$ cat src/rtl/dq_pkg.sv
// Package with the shared types and constants of the double-ended queue.
package dq_pkg;

  localparam int DEPTH_DEF = 16;
  localparam int DATA_W    = 32;
  localparam int OCC_W     = 5;
  localparam int MODE_W    = 2;
  localparam int STAT_W    = 2;

  typedef enum logic [MODE_W-1:0] {
    MODE_PUSH_BACK  = 2'd0,
    MODE_PUSH_FRONT = 2'd1,
    MODE_POP_BACK   = 2'd2,
    MODE_POP_FRONT  = 2'd3
  } mode_t;

  typedef enum logic [STAT_W-1:0] {
    ST_OK    = 2'd0,
    ST_EMPTY = 2'd1,
    ST_FULL  = 2'd2
  } status_t;

  typedef enum logic [1:0] {
    S_IDLE,
    S_READ,
    S_RESP
  } state_t;

endpackage

$ cat src/rtl/double_ended_queue_top.sv
// Top level of the bounded double-ended queue of signed 32-bit words.
//
// Usage:
// The input channel (in_valid, in_ready, in_mode, in_push_value) carries one
// request: push at the back, push at the front, pop at the back or pop at
// the front. The result channel (out_valid, out_ready, out_*) returns exactly
// one result per request: the front and back words after the operation (both
// all ones when the queue is empty), the occupancy and a status code.
// A push to a full queue or a pop from an empty one leaves the queue as it
// was and is flagged in the status.
// A request passes through an accept step that updates the front pointer and
// the count and writes a pushed word, a step that presents the new front and
// back addresses to the ring memory, and a capture step that moves the
// registered read data into the output register. The input side takes no new
// request until the capture step is done, so requests never overlap.
// The output register parts the two channels: a new request is taken while
// the previous result still waits. If the receiver stalls, the block holds
// in its capture cycle until the output register is free.
// Reset (rst_n low, synchronous) empties the queue and drops any pending
// result; the ring memory itself is not cleared and needs no clearing pass.
module double_ended_queue_top #(
  parameter int DEPTH = dq_pkg::DEPTH_DEF
) (
  input  logic                            clk,
  input  logic                            rst_n,
  input  logic                            in_valid,
  output logic                            in_ready,
  input  logic [dq_pkg::MODE_W-1:0]       in_mode,
  input  logic signed [dq_pkg::DATA_W-1:0] in_push_value,
  output logic                            out_valid,
  input  logic                            out_ready,
  output logic signed [dq_pkg::DATA_W-1:0] out_front_value,
  output logic signed [dq_pkg::DATA_W-1:0] out_back_value,
  output logic [dq_pkg::OCC_W-1:0]        out_occupancy,
  output logic [dq_pkg::STAT_W-1:0]       out_status
);

  // Index width, count width (holds DEPTH itself) and a sum width for
  // pointer plus count before the modulo correction.
  localparam int AW = $clog2(DEPTH);
  localparam int CW = $clog2(DEPTH + 1);
  localparam int SW = CW + 1;

  localparam logic [AW-1:0] LAST_IDX = AW'(DEPTH - 1);
  localparam logic [SW-1:0] DEPTH_S  = SW'(DEPTH);
  localparam logic [CW-1:0] DEPTH_C  = CW'(DEPTH);

  dq_pkg::state_t  state_r, state_nxt;
  logic [AW-1:0]   fp_r, fp_nxt;
  logic [CW-1:0]   cnt_r, cnt_nxt;
  dq_pkg::status_t st_r, st_nxt;

  logic                      out_valid_r, out_valid_nxt;
  logic [dq_pkg::DATA_W-1:0] front_r, front_nxt;
  logic [dq_pkg::DATA_W-1:0] back_r, back_nxt;
  logic [dq_pkg::OCC_W-1:0]  occ_r, occ_nxt;
  dq_pkg::status_t           ost_r, ost_nxt;

  dq_pkg::mode_t             mode;
  logic                      accept;
  logic                      is_push;
  logic                      full;
  logic                      empty;
  logic [AW-1:0]             fp_dec;
  logic [AW-1:0]             fp_inc;
  logic [SW-1:0]             tail_sum;
  logic [AW-1:0]             tail_idx;
  logic [SW-1:0]             last_sum;
  logic [AW-1:0]             last_idx;

  logic                      ram_we;
  logic [AW-1:0]             ram_waddr;
  logic [dq_pkg::DATA_W-1:0] rd_front;
  logic [dq_pkg::DATA_W-1:0] rd_back;

  assign mode    = dq_pkg::mode_t'(in_mode);
  assign is_push = (mode == dq_pkg::MODE_PUSH_BACK) || (mode == dq_pkg::MODE_PUSH_FRONT);
  assign full    = (cnt_r >= DEPTH_C);
  assign empty   = (cnt_r == '0);

  // Ring arithmetic: every sum stays below twice the depth, so one compare
  // and subtract replaces the modulo.
  assign fp_dec   = (fp_r == '0) ? LAST_IDX : fp_r - 1'b1;
  assign fp_inc   = (fp_r == LAST_IDX) ? '0 : fp_r + 1'b1;
  assign tail_sum = SW'(fp_r) + SW'(cnt_r);
  assign tail_idx = (tail_sum >= DEPTH_S) ? AW'(tail_sum - DEPTH_S) : AW'(tail_sum);
  assign last_sum = tail_sum - 1'b1;
  assign last_idx = (last_sum >= DEPTH_S) ? AW'(last_sum - DEPTH_S) : AW'(last_sum);

  // A pushed word is written in the accept cycle and the end entries are
  // read in the cycle after it, so a read never meets a write to the same entry.
  assign ram_we    = accept && is_push && !full;
  assign ram_waddr = (mode == dq_pkg::MODE_PUSH_BACK) ? tail_idx : fp_dec;

  dq_ram #(
    .WIDTH (dq_pkg::DATA_W),
    .DEPTH (DEPTH)
  ) u_ram (
    .clk     (clk),
    .we      (ram_we),
    .waddr   (ram_waddr),
    .wdata   (in_push_value),
    .raddr_a (fp_r),
    .rdata_a (rd_front),
    .raddr_b (last_idx),
    .rdata_b (rd_back)
  );

  assign in_ready = (state_r == dq_pkg::S_IDLE);
  assign accept   = in_valid && in_ready;

  always_comb begin
    state_nxt     = state_r;
    fp_nxt        = fp_r;
    cnt_nxt       = cnt_r;
    st_nxt        = st_r;
    out_valid_nxt = out_valid_r;
    front_nxt     = front_r;
    back_nxt      = back_r;
    occ_nxt       = occ_r;
    ost_nxt       = ost_r;

    // The receiver takes the pending result.
    if (out_valid_r && out_ready) begin
      out_valid_nxt = 1'b0;
    end

    case (state_r)
      dq_pkg::S_IDLE: begin
        if (accept) begin
          state_nxt = dq_pkg::S_READ;
          st_nxt    = dq_pkg::ST_OK;
          if (is_push) begin
            if (full) begin
              st_nxt = dq_pkg::ST_FULL;
            end else begin
              cnt_nxt = cnt_r + 1'b1;
              if (mode == dq_pkg::MODE_PUSH_FRONT) begin
                fp_nxt = fp_dec;
              end
            end
          end else begin
            if (empty) begin
              st_nxt = dq_pkg::ST_EMPTY;
            end else begin
              cnt_nxt = cnt_r - 1'b1;
              if (mode == dq_pkg::MODE_POP_FRONT) begin
                fp_nxt = fp_inc;
              end
            end
          end
        end
      end
      dq_pkg::S_READ: begin
        state_nxt = dq_pkg::S_RESP;
      end
      dq_pkg::S_RESP: begin
        // Capture only once the output register is free or being emptied.
        if (!out_valid_r || out_ready) begin
          state_nxt     = dq_pkg::S_IDLE;
          out_valid_nxt = 1'b1;
          front_nxt     = empty ? '1 : rd_front;
          back_nxt      = empty ? '1 : rd_back;
          occ_nxt       = dq_pkg::OCC_W'(cnt_r);
          ost_nxt       = st_r;
        end
      end
      default: begin
        state_nxt = dq_pkg::S_IDLE;
      end
    endcase
  end

  always_ff @(posedge clk) begin
    if (!rst_n) begin
      state_r     <= dq_pkg::S_IDLE;
      fp_r        <= '0;
      cnt_r       <= '0;
      out_valid_r <= 1'b0;
    end else begin
      state_r     <= state_nxt;
      fp_r        <= fp_nxt;
      cnt_r       <= cnt_nxt;
      out_valid_r <= out_valid_nxt;
    end
  end

  always_ff @(posedge clk) begin
    st_r    <= st_nxt;
    front_r <= front_nxt;
    back_r  <= back_nxt;
    occ_r   <= occ_nxt;
    ost_r   <= ost_nxt;
  end

  assign out_valid       = out_valid_r;
  assign out_front_value = front_r;
  assign out_back_value  = back_r;
  assign out_occupancy   = occ_r;
  assign out_status      = ost_r;

endmodule

$ cat src/rtl/dq_ram.sv
// Generic RAM with one write port and two registered read ports.
module dq_ram #(
  parameter int WIDTH = dq_pkg::DATA_W,
  parameter int DEPTH = dq_pkg::DEPTH_DEF
) (
  input  logic                     clk,
  input  logic                     we,
  input  logic [$clog2(DEPTH)-1:0] waddr,
  input  logic [WIDTH-1:0]         wdata,
  input  logic [$clog2(DEPTH)-1:0] raddr_a,
  output logic [WIDTH-1:0]         rdata_a,
  input  logic [$clog2(DEPTH)-1:0] raddr_b,
  output logic [WIDTH-1:0]         rdata_b
);

  logic [WIDTH-1:0] mem [DEPTH];
  logic [WIDTH-1:0] rdata_a_r;
  logic [WIDTH-1:0] rdata_b_r;

  always_ff @(posedge clk) begin
    if (we) begin
      mem[waddr] <= wdata;
    end
    rdata_a_r <= mem[raddr_a];
    rdata_b_r <= mem[raddr_b];
  end

  assign rdata_a = rdata_a_r;
  assign rdata_b = rdata_b_r;

endmodule

$ cat config.mk
export PLATFORM = sky130hd
export DESIGN_NAME = double_ended_queue_top
export DESIGN_NICKNAME = d
export VERILOG_FILES = /design/src/rtl/dq_pkg.sv /design/src/rtl/double_ended_queue_top.sv /design/src/rtl/dq_ram.sv
export SDC_FILE = /design/constraint.sdc
export NUM_CORES = 1
export LEC_CHECK = 0
export ABC_AREA = 1
export BUFFER_PORTS_ARGS = -buffer_cell sky130_fd_sc_hd__buf_2
export CORE_ASPECT_RATIO = 0.8
export CORE_UTILIZATION = 30
export CTS_BUF_LIST = sky130_fd_sc_hd__clkbuf_4 sky130_fd_sc_hd__clkbuf_8
export DETAILED_ROUTE_END_ITERATION = 6
export SLEW_MARGIN = 20
export SYNTH_ARGS = -nofsm -noshare
export SYNTH_HDL_FRONTEND = slang
export SYNTH_SLANG_ARGS = --single-unit
$ cat constraint.sdc
create_clock -name clk -period 3.9 [get_ports clk]
set_input_delay 0.585 -clock clk [delete_from_list [all_inputs] [get_ports clk]]
set_output_delay 0.585 -clock clk [all_outputs]
set_load 0.005 [all_outputs]
# Word level (Yosys, flattened, before mapping)
# Memories as Yosys holds them, arrays and structs flattened. A register that Yosys moved wholly into a read port is not among the register bits.
# Index checks and enable logic that the tools add are counted.
[classes]
n_eq_ne = 10
n_addsub = 8
magnitude_cmp = 3
mux = 24
n_reduce_logical = 18
[op_table]
columns = ["op", "count"]
rows = [
  ["$mux W4", 10],
  ["$mux W5", 3],
  ["$ge A6 B5 Y1 const B", 2],
  ["$sub A4 B1 Y4 const B", 3],
  ["$mux W2", 4],
  ["$add A4 B5 Y6", 1],
  ["$mux W1", 6],
  ["$ne A2 B2 Y1 const B", 3],
  ["$pmux W2 S3", 1],
  ["$reduce_and A2 Y1", 3],
  ["$reduce_and A6 Y1", 1],
  ["$sub A6 B1 Y6 const B", 1],
  ["$add A5 B1 Y5 const B", 1],
  ["$ge A5 B5 Y1 const B", 1],
  ["$logic_not A5 Y1", 1],
  ["$sub A5 B1 Y5 const B", 1],
  ["$add A4 B1 Y4 const B", 1],
  ["$eq A2 B1 Y1 const B", 2],
  ["$eq A2 B2 Y1 const B", 2],
  ["$eq A4 B4 Y1 const B", 1],
  ["$logic_and A1 B1 Y1", 4],
  ["$logic_not A2 Y1", 2],
  ["$logic_not A4 Y1", 1],
  ["$ne A2 B1 Y1 const B", 2],
  ["4 further kinds", 6],
]
[word_totals]
ramBits = 512
output_inout_bits = 73
word_cells = 73
mem_count = 1
regBits = 85
inputBits = 38
[memory_table]
columns = ["memory", "depth", "word_bits", "read_ports", "rd_ports_with_merged_regs", "wr", "line_no", "text"]
rows = [
  ["u_ram.mem", 16, 32, 2, 2, 1, "dq_ram.sv:16", "logic [WIDTH-1:0] mem [DEPTH];"],
]

# Depth between registers and ports, before layout
# Gate-level depths: netlist (run 1).
[depth]
depth_word = 6
ltp_mapped = 15
ltp_nobuf = 11

# Hierarchy
# From an unflattened synthesis (run 1), not the netlist that was laid out.
[hier_totals]
hier_cells = 3691
area_unflattened_um2 = 32442.4
[modules_own_cells]
columns = ["module", "seq_area_each_um2", "area_per_inst_um2", "n_inst", "cells_per_inst"]
rows = [
  ["dq_ram", 16656.0, 28671.2, 1, 3317],
  ["double_ended_queue_top", 2432.3, 3771.1, 1, 374],
]

# Worst setup path before layout (run 1)
# No wires, ideal clock.
[synth_timing]
path_kind = "input to register"
from = "in out_ready"
to = "reg back_r, in the netlist out_back_value[0], enable pin"
required_time_ps = 3399
path_stages = 2
path_slack_ps = -222
arrival_ps = 3620
path_cell_list = "nor2_1 nor2_1"
[synth_between]
elab_chain_len = 2
[synth_lines]
columns = ["item", "line_no", "text"]
rows = [
  ["start, declared", "double_ended_queue_top.sv:31", "input logic out_ready,"],
  ["$logic_or A1 B1 Y1", "double_ended_queue_top.sv:159", "if (!out_valid_r || out_ready) begin"],
  ["$reduce_and A2 Y1 (no line)", "n/a", ""],
  ["end signal, assigned", "double_ended_queue_top.sv:191", "back_r <= back_nxt;"],
  ["end, declared", "double_ended_queue_top.sv:55", "logic [dq_pkg::DATA_W-1:0] back_r, back_nxt;"],
]
# Every way passes these cells.
# A chain may end at the register's enable or synchronous reset.

# Worst setup path in the final report (run 1)
[layout_timing]
from = "reg cnt_r[0]"
to = "mem u_ram.mem[7][12] (netlist bit), enable pin"
[layout_between]
elab_chain_len = 5
[layout_lines]
columns = ["item", "line_no", "text"]
rows = [
  ["start, declared", "double_ended_queue_top.sv:50", "logic [CW-1:0] cnt_r, cnt_nxt;"],
  ["start signal, assigned", "double_ended_queue_top.sv:183", "cnt_r <= cnt_nxt;"],
  ["branches (longest 5 deep; another with $add A4 B5 Y6)", "n/a", ""],
  ["end, declared", "dq_ram.sv:16", ""],
]
# Several ways; the timed one is not identified.

==> run metrics, run 1 <==
fraction of layout cells with a size suffix above 1=10.9%; GR Util All Layers=18.0%; Setup CP Type=flop to flop; via count=24600; Worst-Margin Slew=1.29 ns; Setup crit end kind=flop; Yosys top cell by area=edfxtp_1; # nets final=3537; CP startpoint kind=flop; clock buffer count from CTS=109; HPWL after DPL=56400 um; largest cells by area after synthesis=edfxtp_1 56%, nand2_1 11%, inv_1 6.0%; min Tclk post-route=3.32 ns; cell count after synthesis=3406; min-delay worst type=input port to flop; fin crit share=85.1%; initial DRC count=2941; initial core utilization=30.5%; max-slew violations=0; Synth async-reset ratio=0%; wire length per cell=19.4 um; CTS Hold Buffers Added=0; Root Driver=clkbuf_8; Clock Path Buffers=3; status=finished clean; Seq/Total Area, Yosys=60.7%; drt pass-1 iters=6; final wirelength=96400 um; Worst R2R Setup Slack=0.58 ns; synthesis-to-layout area growth=13.8%; first-pass GRT wire length=145000 um; Final Hold Viols=0; YS warnings=0; Routed Antenna Nets=0; Slowest-stage cell, CP=nor2_4; Area after DPL=0.0335 mm^2; GRT overflow=0; slowest stage delay, CP=0.73 ns; FILL cells=10400; Mapped Area=0.0314 mm^2; GP Congestion=0.825; Slew headroom=14.1%; crit-path most repeated cell=nand2_1; post-synth top area share=55.9%; IO Pins=111; Max-cap violations=0; Yosys reg bits=661; Core Box Area=0.103 mm^2; final setup vio count=0; Rows=105; leakage=14.6 nW; initial antenna violation count=8; Pwr Density=587 mW/mm^2; post-cts resize count=0; critical-path cell list=ha_4 -> fa_1 -> nand2_1 -> nand2_1 -> nand2_1 -> o21ai_0 -> inv_1 -> nand3_1 -> nor2_4 -> buf_4; # H-tree levels=3; Vias/cell=4.94; die height=292 um; Die ar.=0.106 mm^2; Cell variety after synth=28; setup TNS=0 ns; maximum fanout along the worst path=18; largest net degree at the start of global routing=245; setup repair after global routing missed its margin=no; Req. time, crit path=4.33 ns; Arr. time, crit path=3.75 ns; clk sink count=661; Syn Area/Cell=9.23 um^2; CTS clk-pin slew, worst paths=0.06 ns; Remaining DRCs=0; vias in the first global route=23100; die width=364 um; Post-synth top flop=edfxtp_1; final instance area=0.0358 mm^2; clk_skew=0.0517 ns; Reg area=0.0191 mm^2; Skew-Pair Late Insertion Delay=0.76 ns; CTS tree=yes; area of the multi-input gates=0.00948 mm^2; Mapped Nets=3455; Peak Freq=0.301 GHz; postcts setup bufs=0; input/output buffers=110; Post-synth EDFFs=585; worst-case vdd ir drop=0.484 mV
## registers in the layout, indices dropped and copies added (netlist names)
signal and count:
state_r 2, u_ram.rdata_b 32, out_valid 1, st_r 2, u_ram.rdata_a 32, out_front_value 32, u_ram.mem 512, out_occupancy 5
cnt_r 5, out_back_value 32, fp_r 4, out_status 2
## cells in the final DEF, fill, tap and decap left out, types with 12 or more instances in the layout
| master | count |
|---|---|
| a21oi_1 | 294 |
| buf_12 | 12 |
| buf_2 | 110 |
| buf_4 | 64 |
| clkbuf_4 | 33 |
| clkbuf_8 | 117 |
| clkinv_1 | 33 |
| dfxtp_1 | 73 |
| edfxtp_1 | 585 |
| inv_1 | 504 |
| nand2_1 | 920 |
| nand3_1 | 342 |
| nor2_1 | 24 |
| nor2_4 | 18 |
| o211ai_1 | 96 |
| o21ai_0 | 283 |
## cells by family after synthesis
group / after synthesis / synth area share [%]
simple gates: 1316 / 17.2
xor+xnor: 7 / 0.195
fa+ha+maj: 11 / 0.486
compound gates: 686 / 11.7
flops: 661 / 60.7
buf+inv: 725 / 9.70
## stage by stage
| step | cells | utilization (%) | setup slack (ns) | power, mW | hold WS (ns) |
|---|---|---|---|---|---|
| detailed placement | 4768 | 32.5 | 0.596 | 14.7 | 0.421 |
| floorplan | 3406 | - | 0.385 | 12.5 | 0.400 |
| global route | 4971 | 34.7 | 0.372 | 22.1 | 0.123 |
| finish | 4972 | 34.7 | 0.583 | 21.0 | 0.125 |
| global placement | 4768 | 32.5 | 0.598 | 14.6 | 0.418 |
| CTS | 4971 | 34.7 | 0.586 | 21.1 | 0.0877 |
## report_power, final
group | switching (mW) | total, mW | internal [mW] | leakage, nW
combinational | 4.41 | 6.17 | 1.76 | 7.53
clock | 2.93 | 6.42 | 3.49 | 1.20
sequential | 0.185 | 8.42 | 8.24 | 5.91
total | 7.53 | 21.0 | 13.5 | 14.6
## Yosys cell counts, types with 2 or more instances
cell	n
inv_2	2
fa_1	2
ha_1	9
buf_2	90
clkinv_1	2
nor2_1	42
nand4_1	6
buf_1	7
dfxtp_1	76
a21oi_1	294
nand3_2	2
xor2_1	4
nand3_1	343
buf_4	25
nand2_1	921
clkbuf_1	77
edfxtp_1	585
xnor2_1	3
o21ai_1	11
inv_1	505
o211ai_1	96
buf_6	16
o21ai_0	283
## critical path: cells and delay by family, from the launching register on
kind / cells / cell delay (ns)
AO/OA/AOI/OAI: 1 / 0.14
adder cells (fa/ha/maj): 2 / 0.61
buffers and inverters: 2 / 0.54
flip-flops: 1 / 0.41
AND/OR/NAND/NOR: 5 / 1.28
## worst paths after layout
check	endpoint	start	depth (start not counted)
max	u_ram.mem[7][12]	cnt_r[0]	10
min	state_r[0]	in_valid	3
max reg2reg	u_ram.mem[7][12]	cnt_r[0]	10
min reg2reg	out_status[0]	st_r[0]	0
## routing by layer
layer	part of all wire, %	track usage (%)	up-vias	wire (um)
li1	-	-	11500	-
met1	45	25.7	11700	43000
met2	44	27.5	1118	42800
met3	8.4	3.00	195	8140
met4	2.6	5.71	6	2490
met5	0.029	0	-	28
## layout make-up
type / count / share of cell area, %
clock buffer: 150 / 5.19
clock inverter: 53 / 1.14
sequential: 661 / 53.4
timing repair buffer: 186 / 3.55
tap: 1391 / 4.87
antenna: 1 / 0.00700
inverter: 510 / 5.37
multi-input combinational: 2020 / 26.5
(Power assumes the default switching activity.)
==> run 2, diff against run 1 <==
--- a/config.mk
+++ b/config.mk
@@ -5,7 +5,6 @@
 export SDC_FILE = /design/constraint.sdc
 export NUM_CORES = 1
 export LEC_CHECK = 0
-export ABC_AREA = 1
 export BUFFER_PORTS_ARGS = -buffer_cell sky130_fd_sc_hd__buf_2
 export CORE_ASPECT_RATIO = 0.8
 export CORE_UTILIZATION = 30
@@ -14,4 +13,5 @@
 export SLEW_MARGIN = 20
 export SYNTH_ARGS = -nofsm -noshare
 export SYNTH_HDL_FRONTEND = slang
+export SYNTH_HIERARCHICAL = 1
 export SYNTH_SLANG_ARGS = --single-unit
==> run 2 against run 1 <==
Compared with the run above: count of clock-buffer cells in the layout up 11; sequential share of layout area up 5.5 points; largest power group unchanged; critical path depth down 2; wire length down 26%; fmax up 1.4%; the run now ends with design-rule violations left; sequential power down 0.8%; register-to-register slack better by 0.05 ns; largest cell class unchanged; clock power down 3%.
==> run metrics, run 2 <==
most frequent cells in the layout=585 x edfxtp_1, 256 x mux4_2, 128 x a22oi_1, 126 x clkbuf_8, 110 x buf_2; min-delay worst type=input port to flop; input/output buffers=110; Yosys top cell by area=edfxtp_1; pre-CTS WS=0.677 ns; initial antenna violation count=5; Post-synth EDFFs=585; GP Congestion=0.773; clock network fraction of design power=34.0%; IO Pins=111; met3 Usage GRT=3.68%; Clock Path Buffers=3; GRT overflow=0; switching part of the total=28.3%; GR Layer Usage met1=20.6%; leakage=10.4 nW; clk sink count=661; clock buffer count from CTS=105; final wirelength=71100 um; Vias/cell=5.12; leading cell type by number of instances after synthesis=edfxtp_1; YS warnings=6; initial DRC count=1387; synthesis-to-layout area growth=16.8%; Worst-Margin Slew=1.07 ns; status=complete, but fails checks; final setup vio count=0; met2 GRT Util=24.4%; min Tclk post-route=3.27 ns; Rows=99; internal power=13.2 mW; CTS tree=yes; fin worst setup slack=0.630 ns; Skew-Pair Late Insertion Delay=0.74 ns; most frequent cells after synthesis=585 x edfxtp_1, 256 x mux4_2, 128 x a22oi_1, 76 x dfxtp_1, 75 x nand2_1; Max-cap violations=0; Final Util=35.5%; first-pass GRT wire length=105000 um; Root Driver=clkbuf_8; Cell variety after synth=42; sequential power share=45.4%; Seq/Total Area, Yosys=68.8%; Pwr Density=568 mW/mm^2; Arr. time, crit path=3.61 ns; HPWL after DPL=41000 um; largest cells by area after synthesis=edfxtp_1 63%, mux4_2 21%, dfxtp_1 5.5%; setup TNS=0 ns; Net Switching=5.22 mW; die width=342 um; Final Hold Viols=0; GRT Max-Usage Layer=met2; Setup crit end kind=flop; CTS clk-pin slew, worst paths=0.06 ns; largest net degree at the start of global routing=95; failing checks=design-rule violations; Largest register FFs=512; # nets final=1621; initial core utilization=30.3%; Post-synth top flop=edfxtp_1; post-synth top area share=63.3%; Peak Freq=0.306 GHz; Synth async-reset ratio=0%; Slew headroom=29.0%; Mapped Area=0.0277 mm^2; Remaining DRCs=42; Yosys reg bits=661; Combinational Power Share=20.7%; Top reg by flops=u_ram/mem; Die ar.=0.0937 mm^2; die height=274 um; # H-tree levels=3; Routed Antenna Nets=0; postcts setup bufs=0; max-slew violations=0; most common cell after layout, fill and taps aside=edfxtp_1; Mapped Nets=1444; fraction of layout cells with a size suffix above 1=38.9%; post-cts resize count=0; clk_skew=0.0419 ns; CTS Hold Buffers Added=0; GR Util All Layers=15.3%; worst-case vdd ir drop=0.260 mV; cell count after synthesis=1398; maximum fanout along the worst path=20; Req. time, crit path=4.24 ns; via count=14800; CP startpoint kind=flop; Syn Area/Cell=19.8 um^2; Setup CP Type=flop to flop; setup repair after global routing missed its margin=no; vias in the first global route=15800; fin crit share=83.8%; wire length per cell=24.7 um; drt pass-1 iters=7; Core Box Area=0.0914 mm^2
-- run 2: layer usage --
layer	up-vias	wire length (um)	part of all wire, %
met1	7864	30200	42
met4	4	2070	2.9
met2	520	33800	48
met5	-	26	0.037
met3	132	5010	7.0
li1	6245	-	-
-- run 2: power by group through the flow --
stage,Clock [mW],Sequential [mW],Combinational (mW)
global route,6.72,8.38,4.10
finish,6.25,8.35,3.80
detailed placement,0,8.50,3.84
CTS,6.45,8.36,3.86
floorplan,0,8.37,2.55
global placement,0,8.51,3.79
-- run 2: cell families (layout without fill, tap and decap cells) --
family	count (synthesis)	in the layout	synth area share, %
AOI/OAI and AO/OA	154	154	4.14
other	0	2	0
and+or+nand+nor	202	202	3.73
DFF	661	661	68.8
muxes	258	258	20.9
xor gates and xnor gates	12	12	0.379
adders and majority gates	8	8	0.388
buffers and inverters	103	372	1.71
-- run 2: area by class of cell --
| cell class | instances | area, um^2 |
|---|---|---|
| sequential | 661 | 19100 |
| clock buffer | 161 | 2000 |
| fill | 8507 | 59000 |
| antenna | 2 | 5.00 |
| inverter | 8 | 40.0 |
| multi-input combinational | 634 | 8380 |
| clock inverter | 38 | 269 |
| tap | 1212 | 1520 |
| timing repair buffer | 165 | 1110 |
-- run 2: worst max-delay path, cell delays in order, from the launching register on --
cell and delay (ns):
dfxtp_1 0.53, ha_1 0.30, a21o_1 0.15, a21oi_1 0.18, xnor2_1 0.13, o21ai_0 0.43, nand3b_1 0.42, nor3_4 0.26
buf_4 0.46
-- run 2: worst paths after layout --
| path | from | cells after the start | endpoint | slack, ns |
|---|---|---|---|---|
| max | cnt_r[1] | 8 | u_ram/mem[8][18] | 0.63 |
| min | in_valid | 2 | state_r[0] | 0.09 |
| max reg2reg | cnt_r[1] | 8 | u_ram/mem[8][18] | 0.63 |
| min reg2reg | st_r[1] | 0 | out_status[1] | 0.45 |
-- run 2: per-stage QoR --
| stage | power, mW | instances | hold WS (ns) | instance area, um^2 |
|---|---|---|---|---|
| floorplan | 10.9 | 1398 | 0.400 | 27800 |
| global placement | 12.3 | 2679 | 0.425 | 30100 |
| finish | 18.4 | 2881 | 0.0918 | 32400 |
| global route | 19.2 | 2879 | 0.0315 | 32400 |
| detailed placement | 12.3 | 2679 | 0.420 | 30100 |
| CTS | 18.7 | 2878 | 0.0107 | 32400 |
